### src/rtl/bfsf_pkg.sv
// package: payload types, widths and register codes for the blank frame segment finder
`default_nettype none
package bfsf_pkg;

  localparam int TIME_BITS  = 18;
  localparam int LEVEL_BITS = 16;
  localparam int GAP_BITS   = 8;
  localparam int INDEX_BITS = 16;
  localparam int CFG_INDEX_BITS = 2;
  localparam int CFG_DATA_BITS  = 16;

  localparam logic [CFG_INDEX_BITS-1:0] CFG_LEVEL_THRESHOLD = 2'd0;
  localparam logic [CFG_INDEX_BITS-1:0] CFG_BRIGHT_MODE     = 2'd1;
  localparam logic [CFG_INDEX_BITS-1:0] CFG_CLUSTER_GAP     = 2'd2;

  localparam logic [LEVEL_BITS-1:0] LEVEL_THRESHOLD_RESET = 16'd4096;
  localparam logic                  BRIGHT_MODE_RESET     = 1'b0;
  localparam logic [GAP_BITS-1:0]   CLUSTER_GAP_RESET     = 8'd5;

  localparam logic CMD_FRAME = 1'b0;
  localparam logic CMD_END   = 1'b1;

  typedef struct packed {
    logic                  cmd;
    logic [TIME_BITS-1:0]  frame_time;
    logic [LEVEL_BITS-1:0] mean_level;
  } item_t;

  typedef struct packed {
    logic [TIME_BITS-1:0]  period_start;
    logic [TIME_BITS-1:0]  period_end;
    logic [INDEX_BITS-1:0] period_index;
    logic                  last_of_run;
  } period_t;

endpackage
`default_nettype wire

### src/rtl/blank_frame_segment_finder.sv
// top level: blank frame detection, time clustering and cut period output
//
// requests on the item channel carry one frame sample (cmd frame) or the
// end of movie (cmd end) with its time. a request is taken at a rising edge
// with item_valid high and item_stall low, and is held in the input
// register. the cut periods leave on the period channel, taken at an edge
// with period_valid high and period_stall low.
// a request's periods are registered in the output register. throughput:
// one request per cycle while the receiver does not stall and each gives
// at most one period; a request that gives two periods (end of movie
// closing a cluster) holds the input until the hold register has sent its
// period on (one output register plus one hold register). configuration writes
// on cfg_valid/cfg_ready are always taken; the user must make them while the
// block is idle (the block does not enforce it). register indexes follow the
// list in the package. reset (rst, synchronous) empties both channels, returns
// the registers to their defaults and the clusters to the seed cluster at
// time 0. while the receiver stalls, the output and hold registers keep their
// periods and item_stall rises as soon as a request waits in the input register.
`default_nettype none
module blank_frame_segment_finder
  import bfsf_pkg::*;
(
  input  wire logic                      clk,
  input  wire logic                      rst,
  input  wire logic                      item_valid,
  output      logic                      item_stall,
  input  wire item_t                     item,
  output      logic                      period_valid,
  input  wire logic                      period_stall,
  output      period_t                   period,
  input  wire logic                      cfg_valid,
  output      logic                      cfg_ready,
  input  wire logic [CFG_INDEX_BITS-1:0] cfg_index,
  input  wire logic [CFG_DATA_BITS-1:0]  cfg_data
);

  logic [LEVEL_BITS-1:0] level_threshold;
  logic                  bright_mode;
  logic [GAP_BITS-1:0]   cluster_gap;

  logic [TIME_BITS-1:0]  prev_cluster_first, prev_cluster_first_next;
  logic [TIME_BITS-1:0]  cur_cluster_first, cur_cluster_first_next;
  logic [TIME_BITS-1:0]  cur_cluster_last, cur_cluster_last_next;
  logic                  have_prev_cluster, have_prev_cluster_next;
  logic [INDEX_BITS-1:0] period_count, period_count_next;

  logic    req_valid;
  item_t   req;
  logic    hold_valid;
  period_t hold;

  logic                  proceed;
  logic                  blank;
  logic [TIME_BITS-1:0]  span;
  logic                  join_cluster;
  logic                  emit_close;
  logic                  emit_end;
  logic [TIME_BITS-1:0]  mid_prev_first;
  logic [TIME_BITS-1:0]  mid_cur_first;
  logic [TIME_BITS-1:0]  mid_cur_last;
  logic                  mid_have_prev;
  period_t               res_close;
  period_t               res_end;
  period_t               res_first;

  assign cfg_ready = 1'b1;

  always_ff @(posedge clk) begin
    if (rst) begin
      level_threshold <= LEVEL_THRESHOLD_RESET;
      bright_mode     <= BRIGHT_MODE_RESET;
      cluster_gap     <= CLUSTER_GAP_RESET;
    end else if (cfg_valid && cfg_ready) begin
      case (cfg_index)
        CFG_LEVEL_THRESHOLD: level_threshold <= cfg_data;
        CFG_BRIGHT_MODE:     bright_mode     <= cfg_data[0];
        CFG_CLUSTER_GAP:     cluster_gap     <= cfg_data[GAP_BITS-1:0];
        default: ;
      endcase
    end
  end

  // room for two periods: hold register free and output register empty or leaving
  assign proceed    = !hold_valid && (!period_valid || !period_stall);
  assign item_stall = req_valid && !proceed;

  always_ff @(posedge clk) begin
    if (rst) begin
      req_valid <= 1'b0;
    end else if (item_valid && !item_stall) begin
      req_valid <= 1'b1;
    end else if (proceed) begin
      req_valid <= 1'b0;
    end
  end

  always_ff @(posedge clk) begin
    if (item_valid && !item_stall) begin
      req <= item;
    end
  end

  // blank test and cluster update
  always_comb begin
    if (req.cmd == CMD_END) begin
      blank = 1'b1;
    end else if (bright_mode) begin
      blank = req.mean_level > level_threshold;
    end else begin
      blank = req.mean_level < level_threshold;
    end

    if (req.frame_time >= cur_cluster_last) begin
      span = req.frame_time - cur_cluster_last;
    end else begin
      span = cur_cluster_last - req.frame_time;
    end
    join_cluster = span <= {{(TIME_BITS-GAP_BITS){1'b0}}, cluster_gap};

    mid_prev_first = prev_cluster_first;
    mid_cur_first  = cur_cluster_first;
    mid_cur_last   = cur_cluster_last;
    mid_have_prev  = have_prev_cluster;
    emit_close     = 1'b0;
    if (blank) begin
      if (join_cluster) begin
        mid_cur_last = req.frame_time;
      end else begin
        emit_close     = have_prev_cluster;
        mid_prev_first = cur_cluster_first;
        mid_have_prev  = 1'b1;
        mid_cur_first  = req.frame_time;
        mid_cur_last   = req.frame_time;
      end
    end
    emit_end = (req.cmd == CMD_END) && mid_have_prev;

    res_close.period_start = prev_cluster_first;
    res_close.period_end   = cur_cluster_last;
    res_close.period_index = period_count;
    res_close.last_of_run  = !emit_end;

    res_end.period_start = mid_prev_first;
    res_end.period_end   = mid_cur_last;
    res_end.period_index = period_count + {{(INDEX_BITS-1){1'b0}}, emit_close};
    res_end.last_of_run  = 1'b1;

    res_first = emit_close ? res_close : res_end;

    if (req.cmd == CMD_END) begin
      prev_cluster_first_next = '0;
      cur_cluster_first_next  = '0;
      cur_cluster_last_next   = '0;
      have_prev_cluster_next  = 1'b0;
      period_count_next       = '0;
    end else begin
      prev_cluster_first_next = mid_prev_first;
      cur_cluster_first_next  = mid_cur_first;
      cur_cluster_last_next   = mid_cur_last;
      have_prev_cluster_next  = mid_have_prev;
      period_count_next       = period_count + {{(INDEX_BITS-1){1'b0}}, emit_close};
    end
  end

  always_ff @(posedge clk) begin
    if (rst) begin
      prev_cluster_first <= '0;
      cur_cluster_first  <= '0;
      cur_cluster_last   <= '0;
      have_prev_cluster  <= 1'b0;
      period_count       <= '0;
    end else if (req_valid && proceed) begin
      prev_cluster_first <= prev_cluster_first_next;
      cur_cluster_first  <= cur_cluster_first_next;
      cur_cluster_last   <= cur_cluster_last_next;
      have_prev_cluster  <= have_prev_cluster_next;
      period_count       <= period_count_next;
    end
  end

  // output register and hold register for the second period
  always_ff @(posedge clk) begin
    if (rst) begin
      period_valid <= 1'b0;
      hold_valid   <= 1'b0;
    end else if (req_valid && proceed) begin
      period_valid <= emit_close || emit_end;
      hold_valid   <= emit_close && emit_end;
    end else if (hold_valid && (!period_valid || !period_stall)) begin
      period_valid <= 1'b1;
      hold_valid   <= 1'b0;
    end else if (period_valid && !period_stall) begin
      period_valid <= 1'b0;
    end
  end

  always_ff @(posedge clk) begin
    if (req_valid && proceed) begin
      period <= res_first;
      hold   <= res_end;
    end else if (hold_valid && (!period_valid || !period_stall)) begin
      period <= hold;
    end
  end

endmodule
`default_nettype wire

### config.mk
export PLATFORM = sky130hd
export DESIGN_NAME = blank_frame_segment_finder
export DESIGN_NICKNAME = d
export VERILOG_FILES = /design/src/rtl/bfsf_pkg.sv /design/src/rtl/blank_frame_segment_finder.sv
export SDC_FILE = /design/constraint.sdc
export NUM_CORES = 1
export LEC_CHECK = 0
export BUFFER_PORTS_ARGS = -buffer_cell sky130_fd_sc_hd__buf_2
export CELL_PAD_IN_SITES_DETAIL_PLACEMENT = 1
export CELL_PAD_IN_SITES_GLOBAL_PLACEMENT = 1
export CORE_ASPECT_RATIO = 0.6
export CORE_MARGIN = 5
export CORE_UTILIZATION = 47
export DETAILED_ROUTE_END_ITERATION = 8
export PLACE_DENSITY = 0.89
export SYNTH_ARGS = -nofsm -noshare
export SYNTH_HDL_FRONTEND = slang
export SYNTH_SLANG_ARGS = --single-unit
### constraint.sdc
create_clock -name clk -period 8.2 [get_ports clk]
set_input_delay 0.82 -clock clk [delete_from_list [all_inputs] [get_ports clk]]
set_output_delay 0.82 -clock clk [all_outputs]
set_load 0.02 [all_outputs]
# Word-level counts from Yosys, hierarchy flattened
# Cells that the tools add are included.
# Widths: inputs -> output; s select.
# op_classes
n_addsub	3
magnitude_cmp	4
n_eq_ne	3
muxes	27
n_reduce_logical	25
# op_table
cell	count
$mux 18	9
$mux 53	3
$sub 18x18->18	2
$ge 18x18->1	1
$le 18x8->1	1
$add 16x1->16	1
$gt 16x16->1	1
$lt 16x16->1	1
$mux 16	1
$mux 1	14
$logic_and 1x1->1	8
$logic_not 1->1	6
$reduce_and 2->1	3
$reduce_bool 2->1	3
$reduce_and 3->1	1
$reduce_bool 3->1	1
$eq 2x1->1 const B	1
$eq 2x2->1 const B	1
$logic_not 2->1	1
$logic_or 1x1->1	2
$ne 2x2->1 const B	1
# totals
reg_bits	239
input_bits	58
out_inout_bits	56
word_cells	83

# Logic depth before layout (Yosys ltp)
# Gate-level depths: netlist (run 1).
# depth
word_depth	9
depth_mapped	33
mapped_depth_nobuf	30

# Least setup slack after synthesis (run 1)
# OpenSTA, ideal clock, no wires.
# synth_path
kind	flip-flop to flip-flop
from	register req[16] (netlist name)
to	register period[15] (netlist name), data pin
setup_time_ns	0.260
t_arrival_ns	5.895
setup_slack_ns	2.044
path_stages_with_launch	34
path_buffers	4
synth_period_minus_slack_ns	6.156
cell_sequence	edfxtp_1 inv_1 ha_1 inv_1 fa_1 a21o_1 a221oi_4 a2111oi_2 or3_1 buf_6 and3_1 a31oi_1 xor2_1 ha_1 nor2b_1 o21ai_0 o211ai_1 o2111ai_1 o2111a_1 o211ai_4 o21bai_4 buf_4 inv_1 ha_1 ha_1 and2_1 and2_1 clkbuf_1 and3_1 clkbuf_1 nand3_1 nor3_1 a221oi_1 nand2_1
# synth_via
elab_chain_cells	8
word_cells_on_any_way	10
# synth_rtl
element	line_no	text
from (decl)	blank_frame_segment_finder.sv:48	item_t req;
from (signal assigned)	blank_frame_segment_finder.sv:99	req <= item;
$sub 18x18->18 (tied with other cells)	blank_frame_segment_finder.sv:116	span = cur_cluster_last - req.frame_time;
$mux 18 *	blank_frame_segment_finder.sv:113	if (req.frame_time >= cur_cluster_last) begin
$le 18x8->1 *	blank_frame_segment_finder.sv:118	join_cluster = span <= {{(TIME_BITS-GAP_BITS){1'b0}}, cluster_gap};
$mux 1 *	blank_frame_segment_finder.sv:126	if (join_cluster) begin
$mux 1 *	blank_frame_segment_finder.sv:125	if (blank) begin
$add 16x1->16	blank_frame_segment_finder.sv:145	res_end.period_index = period_count + {{(INDEX_BITS-1){1'b0}}, emit_close};
$mux 53 *	blank_frame_segment_finder.sv:148	res_first = emit_close ? res_close : res_end;
$mux 53 *	blank_frame_segment_finder.sv:198	if (req_valid && proceed) begin
to (signal assigned)	blank_frame_segment_finder.sv:199	period <= res_first;
to (signal assigned)	blank_frame_segment_finder.sv:202	period <= hold;
to (decl)	blank_frame_segment_finder.sv:30	output period_t period,
# Mark *: on every way between the ends. The rest lies on a longest branch, timed or not.
# A chain may end at the register's enable or synchronous reset.

# Final worst setup path (run 1)
# Ends and elaborated chain as after synthesis.

==> results of run 1 <==
-- worst max-delay path: cells and delay by family (launching register included) --
kind	cells	cell delay (ns)
AOI/OAI and AO/OA	11	2.56
xor gates and xnor gates	1	0.22
adders and majority gates	5	1.38
buffers and inverters	3	0.31
DFF	1	0.45
and+or+nand+nor	9	1.96
-- layout by cell type (no fill, tap or decap), drive strengths merged, types with 7 or more instances in the layout --
| master | instances |
|---|---|
| mux2i | 32 |
| a21o | 27 |
| clkbuf | 40 |
| nand4 | 13 |
| buf | 123 |
| nor2 | 124 |
| xnor2 | 21 |
| and2 | 7 |
| xor2 | 10 |
| nand2 | 87 |
| a21oi | 94 |
| dfxtp | 99 |
| nand3 | 30 |
| and3 | 13 |
| a22o | 36 |
| o21a | 7 |
| nor3 | 15 |
| o21ai | 61 |
| a2bb2oi | 17 |
| inv | 89 |
| a31oi | 36 |
| mux2 | 19 |
| ha | 63 |
| edfxtp | 140 |
| o22ai | 19 |
| a211oi | 7 |
-- per-layer routing --
layer	global-route usage, %	vias up
li1	-	4601
met2	38.3	397
met3	4.65	69
met5	0	-
met4	5.40	4
met1	35.8	5007
-- registers in the layout, indices dropped and copies added (netlist names) --
signal              cells
period                 53
hold                   52
req                    35
cur_cluster_first      18
cur_cluster_last       18
prev_cluster_first     18
level_threshold        16
period_count           16
cluster_gap             8
bright_mode             1
have_prev_cluster       1
hold_valid              1
period_valid            1
req_valid               1
-- final cells by class --
type	instances	area [sq um]
Sequential cell	239	6190
Fill cell	2962	12400
Inverter	87	329
Multi-Input combinational cell	823	5590
Clock buffer	40	701
Tap cell	360	450
Timing Repair Buffer	123	643
Clock inverter	4	38.8
-- metrics by stage --
| step | hold WS, ns | util (%) | area [sq um] |
|---|---|---|---|
| after floorplan | 0.436 | - | 12500 |
| after global placement | 0.442 | 50.2 | 13200 |
| after detailed placement | 0.450 | 50.2 | 13200 |
| after CTS | 0.441 | 53.0 | 13900 |
| after global routing | 0.434 | 53.0 | 13900 |
| final | 0.455 | 53.0 | 13900 |
-- power by group --
| group | switching [uW] | internal (uW) | total (uW) | leakage, uW |
|---|---|---|---|---|
| combinational | 276 | 142 | 418 | 0.00295 |
| clock | 472 | 586 | 1060 | 0.000359 |
| sequential | 31.7 | 1330 | 1360 | 0.00212 |
-- path summary, 6_finish.rpt --
check,end,slack [ns],cells past startpoint
min reg2reg,level_threshold[10],0.46,2
min,level_threshold[10],0.46,2
max,period[15],1.05,29
max reg2reg,period[15],1.05,29
-- kinds of logic (layout without fill, tap and decap cells) --
| family | count (synthesis) | after routing | share of synthesized area (%) |
|---|---|---|---|
| XOR/XNOR | 31 | 31 | 2.17 |
| flip-flops | 239 | 239 | 49.5 |
| adder cells (fa/ha/maj) | 65 | 65 | 6.62 |
| AND/OR/NAND/NOR | 321 | 321 | 11.8 |
| buffers and inverters | 163 | 254 | 6.07 |
| multiplexers | 51 | 51 | 4.27 |
| AO/OA/AOI/OAI | 354 | 354 | 19.5 |
| other | 1 | 1 | 0.0300 |
==> results.json, run 1 <==
{
  "synth_edf_count": 140,
  "drv_slew": 0,
  "cts_tree": "yes",
  "dr.max_layer_used": "met5",
  "hold_start": "level_threshold[10]",
  "start_util_pct": 47.6,
  "drc": 0,
  "async_flop_share_pct": 0,
  "synth_cell_types": 76,
  "yosysWarnings": 0,
  "setup_viol": 0,
  "synth_area_per_cell_sq_um": 10.2,
  "grt_max_degree": 103,
  "fin_crit_ns": 7.15,
  "n_antenna_cell": 0,
  "skew_ns": 0.0197,
  "worst_ir_drop_vdd_uv": 171,
  "clkLatencyLatePin_ns": 0.54,
  "drive_gt1_share_pct": 14.7,
  "fmax_mhz": 140,
  "cts_hold_buf": 0,
  "grt_pass1_wl_microns": 58300,
  "cpMostUsedCell": "ha_1",
  "yosys_most_used_dff": "edfxtp_1",
  "syn2layout_area_growth_pct": 11.5,
  "grtUsageTotal_pct": 24.6,
  "first_iter_violations": 892,
  "gr-total-overflow": 0,
  "dieArea_sq_um": 30100,
  "rows": 46,
  "path_clk_slew_ns": 0.07,
  "port_buffers": 112,
  "powerDensity_nw_per_um2": 204,
  "post_cts_buffers": 0,
  "end_kind": "register",
  "instances_no_fill": 1676,
  "arrival_ns": 7.42,
  "met2_length_microns": 16400,
  "synth_area_sq_um": 12500,
  "hp-class": "reg -> reg",
  "die_h_microns": 136,
  "cp-start-kind": "register",
  "setup.worst_path.start": "req[16]",
  "place_inst": 1632,
  "critical-path-max-stage-delay_ns": 0.61,
  "required_ns": 8.47,
  "wl_microns": 37300,
  "routedWlPerCell_microns": 22.3,
  "final.setup.worst_slack_ns": 1.05,
  "yosys-top-cells-area": "edfxtp_1 34%, dfxtp_1 16%, ha_1 6.3%",
  "crit_slowest_cell": "o21bai_4",
  "cts_max_level": 1,
  "power.leakage_uw": 0.00542,
  "hpwl_microns": 25900,
  "cp_max_fo": 28,
  "outcome": "finished, final reports clean",
  "rsz0062_at_grt": "no",
  "wl_met1_microns": 17300,
  "place_ws_ns": 1.11,
  "yosys.area.top_type_share_pct": 33.6,
  "rr_startpoint": "req[16]",
  "routed_via_density": 6.01,
  "drt.antenna.violating_nets": 0,
  "met3WireLength_microns": 2820,
  "finalSetupTns_ns": 0,
  "syn_nets": 1348,
  "nets": 1421,
  "antenna_found_initial": 2,
  "netlist_top_cells_count": "140 x edfxtp_1, 124 x nor2_1, 99 x dfxtp_1, 93 x a21oi_1, 87 x nand2_1",
  "cts_buffer_depth": 3,
  "place_congestion": 0.966,
  "cts.sinks": 239,
  "die_w_microns": 221,
  "total_power_uw": 2840,
  "finalHoldViolations": 0,
  "vias": 10078,
  "synth-seq-area-share_pct": 49.5,
  "coreArea_sq_um": 26300,
  "synth.ff_latch_count": 239,
  "tightest_slew_ns": 1.18,
  "synthMostInstantiatedCell": "edfxtp_1",
  "fin_crit_sh_pct": 87.2,
  "ios": 114,
  "dr.pass1.iters": 5,
  "cts-buffers-inserted": 24,
  "synthCells": 1225,
  "path_class": "reg -> reg",
  "max-slew-margin-rel_pct": 20.9,
  "cts_resized": 0,
  "drv_cap": 0,
  "grt_pass1_vias": 10306,
  "synth_top_area_cell": "edfxtp_1",
  "root_buffer": "clkbuf_16"
}
Power figures use the tool's default switching activity.
==> inputs of run 2 (changes only) <==
--- a/config.mk
+++ b/config.mk
@@ -10,9 +10,9 @@
 export CELL_PAD_IN_SITES_GLOBAL_PLACEMENT = 1
 export CORE_ASPECT_RATIO = 0.6
 export CORE_MARGIN = 5
-export CORE_UTILIZATION = 47
+export CORE_UTILIZATION = 50
 export DETAILED_ROUTE_END_ITERATION = 8
-export PLACE_DENSITY = 0.89
+export PLACE_DENSITY = 0.95
 export SYNTH_ARGS = -nofsm -noshare
 export SYNTH_HDL_FRONTEND = slang
 export SYNTH_SLANG_ARGS = --single-unit
==> constraint.sdc (replaced) <==
create_clock -name clk -period 9 [get_ports clk]
set_input_delay 0.9 -clock clk [delete_from_list [all_inputs] [get_ports clk]]
set_output_delay 0.9 -clock clk [all_outputs]
set_load 0.02 [all_outputs]
==> run 2 against run 1 <==
Effect of this change:
- non-clock buffer count decreased by 1
- routed wire length increased by 5.5%
- sequential share of layout area increased by 0.18 points
- first-iteration DRC count increased by 3.8%
==> results.json, run 2 (synthesis gave the netlist of run 1 again) <==
{
  "cts_max_level": 1,
  "powerDensity_nw_per_um2": 187,
  "hold_start": "level_threshold[9]",
  "start_util_pct": 51.3,
  "cts-buffers-inserted": 24,
  "register_area_sq_um": 6190,
  "critical-path-max-stage-delay_ns": 0.66,
  "end_kind": "register",
  "die_h_microns": 133,
  "hp-class": "reg -> reg",
  "fin_crit_ns": 7.29,
  "cts_hold_buf": 0,
  "worst_ir_drop_vdd_uv": 165,
  "worstReg2RegEnd": "period[15]",
  "vias": 10279,
  "finalSetupTns_ns": 0,
  "reg2reg_slack_ns": 1.71,
  "crit_buf_inv": 3,
  "routedWlPerCell_microns": 24.0,
  "cts_resized": 0,
  "tightest_slew_ns": 1.24,
  "root_buffer": "clkbuf_16",
  "routed_via_density": 6.28,
  "finalHoldViolations": 0,
  "arrival_ns": 7.59,
  "clkLatencyLatePin_ns": 0.55,
  "mostFrequentLayoutCells": "140 x edfxtp_1, 124 x nor2_1, 112 x buf_2",
  "max-slew-margin-rel_pct": 17.2,
  "place_area_sq_um": 13100,
  "grt_pass1_vias": 10522,
  "drc": 0,
  "nets": 1420,
  "nFillCells": 2714,
  "setup_viol": 0,
  "post_cts_buffers": 0,
  "coreArea_sq_um": 24400,
  "port_buffers": 112,
  "reg.largest.list": "period x53, hold x52, req x35",
  "drt.antenna.violating_nets": 0,
  "whs_path_depth": 2,
  "cpMostUsedCell": "ha_1",
  "first_iter_violations": 926,
  "cp_max_fo": 28,
  "top_register": "period",
  "switching_share_pct": 27.8,
  "cts_buffer_depth": 3,
  "ios": 114,
  "drive_gt1_share_pct": 14.5,
  "grtUsageTotal_pct": 26.6,
  "layout_commonest_cell": "edfxtp_1",
  "path_clk_slew_ns": 0.06,
  "gr-total-overflow": 0,
  "cp.depth": 29,
  "hpwl_microns": 27100,
  "syn2layout_area_growth_pct": 11.0,
  "largest_reg_flops": 53,
  "wl_microns": 39400,
  "cp-start-kind": "register",
  "place_congestion": 0.974,
  "setup.worst_path.start": "req[16]",
  "combPwrFrac_pct": 14.9,
  "outcome": "finished, final reports clean",
  "worstRegToRegCells": 29,
  "holdPathEnd": "level_threshold[9]",
  "die_w_microns": 214,
  "grt_pass1_wl_microns": 60800,
  "dr.pass1.iters": 5,
  "power.internal_uw": 1880,
  "power.leakage_uw": 0.00541,
  "rsz0062_at_grt": "no",
  "seqPwrFrac_pct": 47.8,
  "cts_tree": "yes",
  "rows": 44,
  "antenna_found_initial": 1,
  "fmax_mhz": 137,
  "rr_startpoint": "req[16]",
  "required_ns": 9.29,
  "dieArea_sq_um": 28400,
  "skew_ns": 0.0170,
  "clkPwrFrac_pct": 37.3,
  "cp_top_family": "compound AO/OA/AOI/OAI gates",
  "multi_input_area_sq_um": 5590,
  "grt_max_degree": 100,
  "crit_slowest_cell": "o21bai_4",
  "final_area_sq_um": 13900,
  "cts.sinks": 239,
  "fin_crit_sh_pct": 81.0,
  "drv_cap": 0,
  "drv_slew": 0,
  "path_class": "reg -> reg",
  "switchingPower_uw": 723
}
[run 2: cell type report]
type | count | share of cell area, %
flip-flops and latches | 239 | 44.6
multi-input cells | 823 | 40.3
clock buffers | 36 | 4.72
repair buffers | 122 | 4.58
well taps | 322 | 2.90
inverters | 87 | 2.37
clock inverters | 8 | 0.568
diodes | 1 | 0.0180
[run 2: metrics by stage]
step / hold WS, ns / setup slack, ns / total power, uW / utilization [%] / cells
2_1_floorplan: 0.436 / 2.84 / 1520 / - / 1225
4_1_cts: 0.462 / 1.82 / 2600 / 56.9 / 1637
5_1_grt: 0.486 / 1.34 / 2680 / 56.9 / 1638
3_3_place_gp: 0.444 / 2.35 / 1610 / 53.9 / 1593
6_report: 0.458 / 1.71 / 2600 / 56.9 / 1638
3_5_place_dp: 0.454 / 1.91 / 1640 / 53.9 / 1593
[run 2: worst reg2reg max path, delay by kind of cell (launching register included)]
kind                     cells  cell delay (ns)
AO/OA/AOI/OAI               12             2.91
AND/OR/NAND/NOR              8             1.66
adder cells (fa/ha/maj)      5             1.42
flip-flops                   1             0.47
buffers and inverters        3             0.35
XOR/XNOR                     1             0.25
[run 2: metal layers]
layer	part of all wire, %	GRT usage, %	vias up
li1	-	-	4602
met1	43	36.6	5140
met2	46	43.3	444
met3	8.1	5.43	93
met4	3.1	7.72	0
met5	0	0	-
[run 2: worst max path at each step]
stage / to / slack (ns)
floorplan: period[15] / 2.84
global placement: period[15] / 2.35
detailed placement: period[15] / 1.91
CTS: period[15] / 1.82
global route: period[15] / 1.34
finish: period[15] / 1.71
[run 2: power by group through the flow]
stage	Sequential (uW)	Combinational (uW)	Clock, uW
floorplan	1270	249	0
global placement	1260	354	0
detailed placement	1270	373	0
CTS	1240	380	976
global route	1250	414	1020
finish	1240	387	969
==> inputs of run 3 (changes only) <==
--- a/config.mk
+++ b/config.mk
@@ -5,14 +5,15 @@
 export SDC_FILE = /design/constraint.sdc
 export NUM_CORES = 1
 export LEC_CHECK = 0
+export ABC_AREA = 1
 export BUFFER_PORTS_ARGS = -buffer_cell sky130_fd_sc_hd__buf_2
 export CELL_PAD_IN_SITES_DETAIL_PLACEMENT = 1
 export CELL_PAD_IN_SITES_GLOBAL_PLACEMENT = 1
 export CORE_ASPECT_RATIO = 0.6
 export CORE_MARGIN = 5
-export CORE_UTILIZATION = 50
+export CORE_UTILIZATION = 40
 export DETAILED_ROUTE_END_ITERATION = 8
-export PLACE_DENSITY = 0.95
+export PLACE_DENSITY = 0.87
 export SYNTH_ARGS = -nofsm -noshare
 export SYNTH_HDL_FRONTEND = slang
 export SYNTH_SLANG_ARGS = --single-unit
==> constraint.sdc (replaced) <==
create_clock -name clk -period 6.6 [get_ports clk]
set_input_delay 0.66 -clock clk [delete_from_list [all_inputs] [get_ports clk]]
set_output_delay 0.66 -clock clk [all_outputs]
set_load 0.02 [all_outputs]
==> run 3 against run 2 <==
Effect of this change:
- via count rose by 10%
- fmax rose by 26%
- clock skew increased by 0.0047 ns
- combinational power grew 42%
- critical path type unchanged
- largest cell class unchanged
==> results.json, run 3 <==
{
  "power.leakage_uw": 0.00640,
  "finalHoldViolations": 0,
  "cts_max_level": 1,
  "worstReg2RegEnd": "period[15]",
  "final_util_pct": 46.2,
  "drv_slew": 0,
  "end_kind": "register",
  "first_iter_violations": 910,
  "setup_viol": 0,
  "synthCells": 1647,
  "drv_cap": 0,
  "rsz0062_at_grt": "no",
  "gr-usage-met1_pct": 31.8,
  "yosys-top-cells-area": "edfxtp_1 33%, nand2_1 17%, dfxtp_1 15%",
  "reg2reg_slack_ns": 0.83,
  "hpwl_microns": 29100,
  "wl_microns": 40900,
  "cpMostUsedCell": "nand2_1",
  "cts-buffers-inserted": 25,
  "fin_crit_sh_pct": 87.4,
  "worstRegToRegCells": 38,
  "routedWlPerCell_microns": 18.9,
  "dieArea_sq_um": 36000,
  "cts.sinks": 239,
  "root_buffer": "clkbuf_16",
  "grt_pass1_vias": 11682,
  "coreArea_sq_um": 31500,
  "crit_buf_inv": 4,
  "grtUsageMet2_pct": 36.3,
  "synth_area_sq_um": 12900,
  "skew_ns": 0.0217,
  "holdPathEnd": "req[7]",
  "synth_top_area_cell": "edfxtp_1",
  "synth_edf_count": 140,
  "arrival_ns": 6.17,
  "synth-seq-area-share_pct": 48.1,
  "grt_pass1_wl_microns": 64400,
  "rows": 50,
  "hold_start": "item[7]",
  "grt_most_used_layer": "met2",
  "path_clk_slew_ns": 0.07,
  "ios": 114,
  "required_ns": 7.00,
  "routed_via_density": 5.23,
  "grtUsageTotal_pct": 22.1,
  "netlist_top_cells_count": "580 x nand2_1, 202 x inv_1, 159 x nand3_1, 140 x edfxtp_1, 108 x a21oi_1",
  "cp_max_fo": 17,
  "powerDensity_nw_per_um2": 255,
  "port_buffers": 112,
  "setup.worst_path.start": "cur_cluster_last[9]",
  "post_cts_buffers": 0,
  "fmax_mhz": 173,
  "outcome": "finished, final reports clean",
  "place_congestion": 0.957,
  "async_flop_share_pct": 0,
  "largest_reg_flops": 53,
  "gr-total-overflow": 0,
  "syn2layout_area_growth_pct": 12.9,
  "synth.ff_latch_count": 239,
  "whs_path_depth": 1,
  "synth_cell_types": 41,
  "reg.largest.list": "period x53, hold x52, req x35",
  "dr.pass1.iters": 5,
  "nets": 1854,
  "grt_max_degree": 74,
  "synthMostInstantiatedCell": "nand2_1",
  "fin_crit_ns": 5.77,
  "start_util_pct": 40.9,
  "path_class": "reg -> reg",
  "hp-class": "in -> reg",
  "cts_buffer_depth": 3,
  "cts_tree": "yes",
  "drc": 0,
  "mostFrequentLayoutCells": "580 x nand2_1, 202 x inv_1, 158 x nand3_1",
  "die_w_microns": 242,
  "drt.antenna.violating_nets": 0,
  "cp_top_family": "simple AND/OR/NAND/NOR gates",
  "syn_nets": 1770,
  "crit_slowest_cell": "ha_1",
  "n_antenna_cell": 0,
  "yosys.area.top_type_share_pct": 32.7,
  "drive_gt1_share_pct": 11.3,
  "tightest_slew_ns": 1.14,
  "layout_commonest_cell": "nand2_1",
  "clkLatencyLatePin_ns": 0.54,
  "die_h_microns": 149,
  "rr_startpoint": "cur_cluster_last[9]",
  "critical-path-max-stage-delay_ns": 0.49,
  "yosys_most_used_dff": "edfxtp_1",
  "worst_ir_drop_vdd_uv": 158,
  "antenna_found_initial": 0,
  "synth_area_per_cell_sq_um": 7.81,
  "cp-start-kind": "register",
  "finalSetupTns_ns": 0,
  "yosysWarnings": 0,
  "use_met3_pct": 3.46,
  "vias": 11325,
  "max-slew-margin-rel_pct": 23.9,
  "top_register": "period"
}
run 3: changes by cell type in the layout (fill, tap and decap cells not counted), moves of 36 or more:
cell,change
inv_1,+116
nor2_1,-44
nand3_1,+128
nand2_1,+493
a31oi_1,-36
a22o_1,-36
run 3: worst max-delay path by stage:
stage	cells past startpoint	end	slack [ns]
after CTS	38	period[15]	0.70
final	38	period[15]	0.83
after floorplan	37	period[15]	1.72
after global routing	38	period[15]	0.14
after global placement	37	period[15]	1.10
after detailed placement	38	period[15]	0.77
run 3: timing repair:
item / CTS / global route
resized for setup: 0 / 1
endpoints found under the hold margin: 0 / 0
hold buffers: 0 / 0
endpoints found under the setup margin: 0 / 1
run 3: area by class of cell:
type / instances / area (sq um)
clock inverters: 12 / 145
fillers: 3896 / 16900
well taps: 416 / 520
multi-input cells: 1125 / 5540
flip-flops and latches: 239 / 6190
clock buffers: 33 / 686
repair buffers: 121 / 628
inverters: 219 / 825
run 3: metal layers:
| layer | wire length [microns] | vias to the layer above | share of wire, % |
|---|---|---|---|
| li1 | - | 5443 | - |
| met1 | 19800 | 5588 | 49 |
| met2 | 18300 | 251 | 45 |
| met3 | 2100 | 43 | 5.1 |
| met4 | 642 | 0 | 1.6 |
| met5 | 0 | - | 0 |
run 3: worst reg2reg max path, delay by kind of cell (launching register included):
| kind | cells | cell delay, ns |
|---|---|---|
| simple gates | 26 | 3.02 |
| fa+ha+maj | 4 | 1.19 |
| xor+xnor | 2 | 0.42 |
| buf+inv | 4 | 0.40 |
| flops | 1 | 0.39 |
| compound gates | 2 | 0.21 |
run 3: cells by family after synthesis:
family          synth area share [%]
simple gates                    27.6
xor+xnor                        1.43
mux                           0.0778
fa+ha+maj                       6.44
flops                           48.1
other cells                   0.0292
compound gates                  7.18
buf+inv                         9.14
run 3: stage by stage:
step | area [sq um] | total power (uW) | setup WS [ns] | hold WS [ns] | std cells
floorplan | 12900 | 2090 | 1.72 | 0.435 | 1647
global placement | 13700 | 2250 | 1.10 | 0.448 | 2120
detailed placement | 13700 | 2270 | 0.765 | 0.455 | 2120
CTS | 14500 | 3740 | 0.700 | 0.276 | 2165
global route | 14500 | 3870 | 0.143 | 0.279 | 2165
finish | 14500 | 3710 | 0.831 | 0.298 | 2165
run 3: where the power goes:
part / switching (uW) / leakage, uW / internal, uW
Clock: 613 / 0.000412 / 850
Sequential: 35.7 / 0.00215 / 1660
Combinational: 388 / 0.00384 / 163
